**config.mk**
```make
export PLATFORM = sky130hd
export DESIGN_NAME = mcrbs_divider
export DESIGN_NICKNAME = d
export VERILOG_FILES = /design/src/sv/mcrbs_pkg.sv /design/src/sv/mcrbs_divider.sv
export SDC_FILE = /design/constraint.sdc
export NUM_CORES = 1
export LEC_CHECK = 0
export BUFFER_PORTS_ARGS = -buffer_cell sky130_fd_sc_hd__buf_4
export CORE_UTILIZATION = 60
export CTS_BUF_LIST = sky130_fd_sc_hd__clkbuf_4
export DETAILED_ROUTE_END_ITERATION = 10
export GPL_TIMING_DRIVEN = 0
export PLACE_DENSITY = 0.88
export SETUP_SLACK_MARGIN = 0.3
export SLEW_MARGIN = 20
export SYNTH_ARGS = -nofsm -noshare
export SYNTH_HDL_FRONTEND = slang
export SYNTH_SLANG_ARGS = --single-unit
```
**constraint.sdc**
```tcl
create_clock -name aclk -period 3.7 [get_ports aclk]
set_input_delay 0 -clock aclk [delete_from_list [all_inputs] [get_ports aclk]]
set_output_delay 0 -clock aclk [all_outputs]
set_load 0.1 [all_outputs]
```
**src/sv/mcrbs_pkg.sv**
```systemverilog
// Package with payload types, command codes and constants of the mask color statistics core.
package mcrbs_pkg;

    localparam int TABLE_DEPTH_DEF = 32;
    localparam int DIM_BITS_DEF    = 12;
    localparam int REG_BITS        = 13;
    localparam int COUNT_BITS      = 25;
    localparam int FRAC_BITS       = 17;

    localparam logic [1:0] CMD_LOAD  = 2'd0;
    localparam logic [1:0] CMD_PIXEL = 2'd1;
    localparam logic [1:0] CMD_READ  = 2'd2;
    localparam logic [1:0] CMD_FRAME = 2'd3;

    localparam logic [1:0] ST_BLACK    = 2'd0;
    localparam logic [1:0] ST_RESTORED = 2'd1;
    localparam logic [1:0] ST_UNKNOWN  = 2'd2;

    localparam logic [31:0] BLACK_PIXEL = 32'hFF00_0000;

    localparam logic [REG_BITS-1:0] WIDTH_RESET  = 13'd640;
    localparam logic [REG_BITS-1:0] HEIGHT_RESET = 13'd480;

    localparam logic [1:0] REG_WIDTH  = 2'd0;
    localparam logic [1:0] REG_HEIGHT = 2'd1;

    typedef struct packed {
        logic [1:0]  cmd;
        logic [5:0]  entry_index;
        logic [31:0] key_color;
        logic [31:0] orig_color;
        logic        entry_kind;
        logic [31:0] pixel_color;
    } in_item_t;

    typedef struct packed {
        logic [31:0] out_pixel;
        logic [1:0]  pixel_status;
        logic        entry_seen;
        logic        kind_out;
        logic [24:0] pixel_count;
        logic [11:0] min_col;
        logic [11:0] min_row;
        logic [11:0] max_col;
        logic [11:0] max_row;
        logic [16:0] area_fraction;
    } out_item_t;

endpackage

```
**src/sv/mcrbs_divider.sv**
```systemverilog
// Restoring divider that forms the rounded, saturated area fraction one quotient bit a cycle.
module mcrbs_divider import mcrbs_pkg::*; (
    input  logic                  aclk,
    input  logic                  aresetn,
    input  logic                  start,
    input  logic [COUNT_BITS-1:0] count,
    input  logic [27:0]           total,
    output logic                  done,
    output logic [FRAC_BITS-1:0]  frac
);
    // Numerator is count*65536 + total/2, at most 42 bits.
    localparam int NUM_BITS = 42;

    logic [NUM_BITS-1:0] num_reg, num_next;
    logic [27:0]         rem_reg, rem_next;
    logic [27:0]         den_reg, den_next;
    logic [NUM_BITS-1:0] quo_reg, quo_next;
    logic [5:0]          cnt_reg, cnt_next;
    logic                busy_reg, busy_next;
    logic                done_reg, done_next;
    logic [28:0]         trial;
    logic [28:0]         sub;

    always_comb begin
        trial = {rem_reg, num_reg[NUM_BITS-1]};
        sub = trial - {1'b0, den_reg};
        num_next = num_reg;
        rem_next = rem_reg;
        den_next = den_reg;
        quo_next = quo_reg;
        cnt_next = cnt_reg;
        busy_next = busy_reg;
        done_next = 1'b0;
        if (start) begin
            num_next = {1'b0, count, 16'd0} + {15'd0, total[27:1]};
            rem_next = '0;
            den_next = total;
            quo_next = '0;
            cnt_next = 6'(NUM_BITS);
            busy_next = 1'b1;
        end else if (busy_reg) begin
            num_next = {num_reg[NUM_BITS-2:0], 1'b0};
            if (!sub[28]) begin
                rem_next = sub[27:0];
                quo_next = {quo_reg[NUM_BITS-2:0], 1'b1};
            end else begin
                rem_next = trial[27:0];
                quo_next = {quo_reg[NUM_BITS-2:0], 1'b0};
            end
            cnt_next = cnt_reg - 6'd1;
            if (cnt_reg == 6'd1) begin
                busy_next = 1'b0;
                done_next = 1'b1;
            end
        end
    end

    always_ff @(posedge aclk) begin
        if (!aresetn) begin
            busy_reg <= 1'b0;
            done_reg <= 1'b0;
            cnt_reg <= '0;
        end else begin
            busy_reg <= busy_next;
            done_reg <= done_next;
            cnt_reg <= cnt_next;
        end
        num_reg <= num_next;
        rem_reg <= rem_next;
        den_reg <= den_next;
        quo_reg <= quo_next;
    end

    assign done = done_reg;
    assign frac = (quo_reg > 42'd65536) ? 17'd65536 : quo_reg[FRAC_BITS-1:0];
endmodule

```
# ---- Word-level counts from Yosys, hierarchy flattened
# Index checks and enable logic that the tools add are counted.
dict set report totals {
  reg_bits 148
  inputBits 56
  out_inout_bits 18
  wordCells 29
}
dict set report op_classes {
  addsub 3
  order_cmp 1
  n_eq_ne 1
  mux 11
  bitwise 2
  reduce_logical 3
}
# op n
set ops {}
lappend ops {{42-bit 2-to-1 mux} 2}
lappend ops {{41-bit by 27-bit adder with 42-bit output} 1}
lappend ops {{42-bit by 17-bit greater-than comparator with 1-bit output, second input constant} 1}
lappend ops {{29-bit by 28-bit subtractor with 29-bit output} 1}
lappend ops {{28-bit 2-to-1 mux} 1}
lappend ops {{17-bit 2-to-1 mux} 1}
lappend ops {{6-bit 2-to-1 mux} 2}
lappend ops {{6-bit by 1-bit equality test with 1-bit output, second input constant} 1}
lappend ops {{6-bit by 1-bit subtractor with 6-bit output, second input constant} 1}
lappend ops {{1-bit 2-to-1 mux} 5}
lappend ops {{3-bit OR reduction} 1}
lappend ops {{1-bit NOT} 2}
lappend ops {{2-bit nonzero test} 1}
lappend ops {{2-bit OR reduction} 1}

# ---- Depth between registers and ports, before layout
dict set report depth {
  depth_word 4
  ltp_mapped 14
  ltp_nobuf 12
}

# ---- Least setup slack after synthesis
# No wires, ideal clock.
dict set report synth_path {
  path_kind {register to register}
  from {reg num_reg[41]}
  to {reg rem_reg[10]}
  setup_ps 86
  arrival_time_ps 2701
  required_time_ps 3614
  setup_slack_ps 913
  path_stages_with_launch 15
  path_buffers 2
  period_less_slack_ps 2787
  cell_sequence {edfxtp_1 -> inv_1 -> ha_1 -> inv_1 -> fa_1 -> a21oi_2 -> o21ai_2 -> a2111o_1 -> and4_1 -> nor3_4 -> nor2_4 -> buf_12 -> buf_12 -> mux2i_1 -> a211oi_1}
}
dict set report synth_via {
  elab_chain_len 2
}
# item line
set synth_rtl {}
lappend synth_rtl {{start, declared} mcrbs_divider.sv:14} ;# logic [NUM_BITS-1:0] num_reg, num_next;
lappend synth_rtl {{start signal, assigned} mcrbs_divider.sv:68} ;# num_reg <= num_next;
lappend synth_rtl {{29-bit by 28-bit subtractor with 29-bit output} mcrbs_divider.sv:26} ;# sub = trial - {1'b0, den_reg};
lappend synth_rtl {{28-bit 2-to-1 mux} mcrbs_divider.sv:43} ;# if (!sub[28]) begin
lappend synth_rtl {{end signal, assigned} mcrbs_divider.sv:69} ;# rem_reg <= rem_next;
lappend synth_rtl {{end, declared} mcrbs_divider.sv:15} ;# logic [27:0] rem_reg, rem_next;
# No other way between the ends.
# A chain may end at the register's enable or synchronous reset.

# ---- Worst setup path after layout
dict set report layout_path {
  from {in count[0]}
  to {reg num_reg[36], data pin}
}
dict set report layout_via {
  elab_chain_len 2
}
# item line
set layout_rtl {}
lappend layout_rtl {{start, declared} mcrbs_divider.sv:6} ;# input logic [COUNT_BITS-1:0] count,
lappend layout_rtl {{41-bit by 27-bit adder with 42-bit output} mcrbs_divider.sv:35} ;# num_next = {1'b0, count, 16'd0} + {15'd0, total[27:1]};
lappend layout_rtl {{42-bit 2-to-1 mux} mcrbs_divider.sv:34} ;# if (start) begin
lappend layout_rtl {{net num_next[36]} mcrbs_divider.sv:14}
# The timed path passes the listed nets, and every way through them passes these cells.

==> results.md <==
STA:
- The max-slew violation count was 0.
- The total setup violations reported at the end of the flow is 0.
- After layout, the minimum clock period comes to between 3 and 4 ns.
- Setup repair after global routing left no endpoint under its margin.
- At the pin with the least slew margin, the transition time is ~0.76 ns.
- The tightest slew margin relative to the limit is roughly half.
- The setup skew after layout is about 0.027 ns.
- The final critical path takes up about nine tenths of the cycle.
- The post-route worst hold slack is 0.0450 ns.
- The final number of hold-violating endpoints was 0.
- Static timing analysis puts the maximum clock frequency at slightly below 300 MHz.
- The setup TNS is 0 ns.

Flow run:
- Across the run, the number of max-cap violations was 0.

Power and ir drop:
- The power density normalized to cell area is approximately 400 nW/um^2.
- The part of the total power dissipated in sequential elements is between 40% and 50%.
- The worst voltage drop across the vdd grid is around 0.00027 V.
- The clock network accounts for 29.0% of the total power.
- The proportion of total power due to net switching is 29.4%.
- In this run the static leakage power is between 0.004 and 0.005 uW.
- The internal power contribution is around 2900 uW.
- The combinational power share is a little under a quarter.
- The net switching power of the design is 1190 uW.

Outcome:
- The run finished with clean final reports.

Synthesis:
- The mux cell area share after synthesis is 11.4%.
- The dominant register cell in the synthesized netlist is sky130_fd_sc_hd__dfxtp_1.
- The post-synthesis cell type count is 61.
- Counting flops with a built-in enable in the synthesized netlist gives 70.
- Yosys printed 0 warnings.
- The mean instance size in the synthesized netlist is around 10 sq um.
- The netlist area before placement is approximately 8000 sq um.
- The adder and majority gate portion of the synthesized area is 6.76%.
- By count the netlist is led by 109 x sky130_fd_sc_hd__nor2_1, 78 x sky130_fd_sc_hd__dfxtp_1, 70 x sky130_fd_sc_hd__edfxtp_1.
- The top cell type's share of synthesized area is approximately 26%.
- After technology mapping, the gate count stands at ~820.
- By area, the combinational part of the netlist is dominated by simple AND/OR/NAND/NOR gates.
- Summed over all instances, the cell type with the most area after synthesis is sky130_fd_sc_hd__edfxtp_1.
- The most instantiated library cell after synthesis is sky130_fd_sc_hd__nor2_1.
- After Yosys synthesis, and, or, nand and nor cells account for roughly 15% of the synthesized area.
- Synthesis inferred roughly 150 register bits.
- By area the synthesized netlist is led by sky130_fd_sc_hd__edfxtp_1 26%, sky130_fd_sc_hd__dfxtp_1 19%, sky130_fd_sc_hd__mux2i_1 8.0%, sky130_fd_sc_hd__ha_1 6.3%, sky130_fd_sc_hd__nor2_1 5.0%.
- The synthesized netlist devotes under 10% of its cell area to XOR and XNOR gates.
- Summing the sequential cell areas from Yosys gives between 40% and 50% of the chip area.
- Synthesis produced a netlist with a net count of 918.
- The area fraction in compound gates after synthesis is around 14%.
- The fraction of synthesis flops using an asynchronous set or reset pin is 0%.

Finish:
- In the final layout, flip-flops and latches occupy ~3700 sq um.
- The antenna diode instance count is 0.
- The final net count is 1070.
- The fill cell total of the finished layout is around 900.
- Excluding fillers, the count of instances in the completed layout stands at around 1200.
- The fraction of final layout cells sized beyond drive strength 1 is around 16%.
- The post-route core utilization is between 70% and 80%.
- The layout-stage area growth over the synthesis result is 21.3%.
- The multi-input combinational cell area is approximately 4200 sq um.

Clock tree:
- The number of sinks handled by clock tree synthesis is 148.
- After clock tree synthesis, the clock-pin slew on the worst setup and hold paths is 0.14 ns.
- The buffer type at the clock tree root is sky130_fd_sc_hd__clkbuf_4.
- The clock passes through at most 2 buffers.
- The number of buffers added by the clock tree synthesis step is 17.
- For the worst-skew pair, the clock arrives at the later sink with an insertion delay of around 0.59 ns.
- The clock tree from TritonCTS is built.
- The H-tree was split into 4 levels.

Placement:
- Once placement completed, the tool counted placed cells totaling around 1100.
- The placer's final routability congestion estimate is around 0.86.
- The estimated wirelength of the detail-placed design is between 10000 and 15000 um.
- The number of buffer cells added on primary ports is 73.

Worst setup path:
- The critical path launch point type is an input pin.
- The slowest stage cell on the critical path is sky130_fd_sc_hd__dlygate4sd3_1.
- STA classifies the critical path endpoint as a flip-flop.
- STA puts the critical path data required time at between 4 and 5 ns.
- The largest fanout on the critical path is 9.
- The critical path is of the input pin to flip-flop type.
- The critical path goes through dlygate4sd3_1 > buf_4 > ha_2 > fa_2 > a21o_1 > a21oi_2 > o21bai_2 > a21oi_2 > o21bai_1 > a221o_1 > a41o_1 > clkbuf_4 > nand4_1 > dlygate4sd3_1 > a31oi_1.
- The delay of the slowest critical-path stage is 0.56 ns.
- The arrival time of data at the critical path endpoint is 3.67 ns.

Global routing:
- The number of global-route vias before repair is roughly 6700.
- The number of antenna violations at the first check in global routing is 0.
- The first global-routing pass estimated roughly 32000 um of wire.
- The maximum number of pins on one net before global-route repair is 30.
- The global-route usage over all layers is 29.1%.
- Summed over all layers, the global routing overflow is 0.

Route:
- The final route contains 6811 vias.
- The average wire per cell in the routed design is roughly 17 um.
- The via-per-instance ratio is between 5 and 6.
- The final antenna-violating net count is 0.
- The detailed-router iteration count before antenna repair is 5.
- For this run, design rule violations remaining after detail routing come to 0.
- The first routing iteration left 480 violations.
- The routed design has 19700 um of wire.

Die:
- The horizontal die dimension is between 100 and 150 um.
- The initialized floorplan defines 42 standard-cell rows.
- The area inside the core boundary is between 10000 and 15000 sq um.
- The floorplan step defined a die boundary enclosing 14100 sq um.
- For this configuration, the core starts out at a cell density of 61.5%.
- From bottom edge to top edge, the die measures approximately 120 um.
- During I/O placement, the number of pins put on the boundary was 74.

Hold path:
- The class of the tightest hold or removal check is input pin to flip-flop.
## logic make-up after synthesis
family                     count (synthesis)
xor gates and xnor gates                  42
and+or+nand+nor                          249
DFF                                      148
AOI/OAI and AO/OA                        165
buffers and inverters                     82
adders and majority gates                 43
muxes                                     90
## power by group through the flow
stage | Clock (uW) | Sequential [uW] | Combinational (uW)
after floorplan | 0 | 1920 | 666
after global placement | 0 | 1930 | 848
after detailed placement | 0 | 1940 | 881
after CTS | 1180 | 1900 | 936
after global routing | 1250 | 1920 | 1060
final | 1170 | 1900 | 968
## area by class of cell
class                           count  area share [%]
Timing Repair Buffer              133            11.7
Clock inverter                     11            1.79
Clock buffer                       21            1.59
Sequential cell                   148            36.9
Inverter                           44            1.66
Tap cell                          176            2.22
Buffer                             38            1.88
Multi-Input combinational cell    589            42.2
## routing by layer
| layer | GRT usage, % | routed length [um] | vias up |
|---|---|---|---|
| met4 | 13.4 | 642 | 0 |
| li1 | - | - | 3281 |
| met2 | 50.1 | 9720 | 259 |
| met3 | 6.56 | 1190 | 62 |
| met5 | 0 | 0 | - |
| met1 | 34.4 | 8180 | 3209 |
## repair_timing
item                                    in CTS  in global routing
resized for setup                            0                  6
endpoints found under the setup margin       0                  4
endpoints found under the hold margin      101                  0
hold buffers                                58                  0
buffers inserted                             0                  1
## worst max-delay path, delay by kind of cell
family,cells,cell delay (ns)
fa+ha+maj,2,0.56
buf+inv,4,1.41
compound gates,8,1.59
simple gates,1,0.11
## per-stage QoR
| stage | instance area [sq um] | setup WS (ns) | total power [uW] |
|---|---|---|---|
| 6_report | 9920 | 0.341 | 4050 |
| 5_1_grt | 9920 | 0.245 | 4220 |
| 4_1_cts | 9890 | 0.312 | 4020 |
| 3_5_place_dp | 8980 | 0.547 | 2820 |
| 3_3_place_gp | 8950 | 0.611 | 2780 |
| 2_1_floorplan | 8180 | 0.913 | 2590 |
## cells in the final DEF (no fill, tap or decap), types with 4 or more instances in the layout
cell type                       instances
sky130_fd_sc_hd__nor2b_1                5
sky130_fd_sc_hd__inv_1                 44
sky130_fd_sc_hd__xor2_1                10
sky130_fd_sc_hd__and2_1                25
sky130_fd_sc_hd__edfxtp_1              70
sky130_fd_sc_hd__a31oi_1               11
sky130_fd_sc_hd__nor2_1               109
sky130_fd_sc_hd__mux2_2                25
sky130_fd_sc_hd__mux2i_1               65
sky130_fd_sc_hd__clkbuf_4              22
sky130_fd_sc_hd__nand3_1               16
sky130_fd_sc_hd__o31ai_1                5
sky130_fd_sc_hd__a21oi_2                5
sky130_fd_sc_hd__a21o_1                10
sky130_fd_sc_hd__xnor2_1               32
sky130_fd_sc_hd__nand2_1               30
sky130_fd_sc_hd__a21boi_0               5
sky130_fd_sc_hd__ha_1                  40
sky130_fd_sc_hd__nand2b_1               4
sky130_fd_sc_hd__o21ai_1                8
sky130_fd_sc_hd__dlygate4sd3_1         58
sky130_fd_sc_hd__a31o_1                 6
sky130_fd_sc_hd__bufinv_16              4
sky130_fd_sc_hd__o21ai_0               20
sky130_fd_sc_hd__nand3b_1               4
sky130_fd_sc_hd__a211oi_1              26
sky130_fd_sc_hd__nor3_1                15
sky130_fd_sc_hd__clkbuf_1              25
sky130_fd_sc_hd__buf_1                  6
sky130_fd_sc_hd__dfxtp_1               78
sky130_fd_sc_hd__or3_1                  4
sky130_fd_sc_hd__nand4_1               11
sky130_fd_sc_hd__nor4_1                10
sky130_fd_sc_hd__a21oi_1               38
sky130_fd_sc_hd__and3_1                 8
sky130_fd_sc_hd__buf_4                 75
## path summary, 6_finish.rpt
kind,startpoint,end,slack (ns),depth (start not counted)
worst max-delay path,count[0],num_reg[36],0.34,15
worst min-delay path,count[7],num_reg[23],0.05,4
worst max register to register,num_reg[41],rem_reg[11],0.49,14
worst min register to register,rem_reg[8],rem_reg[8],0.51,2
Power figures use the tool's default switching activity.
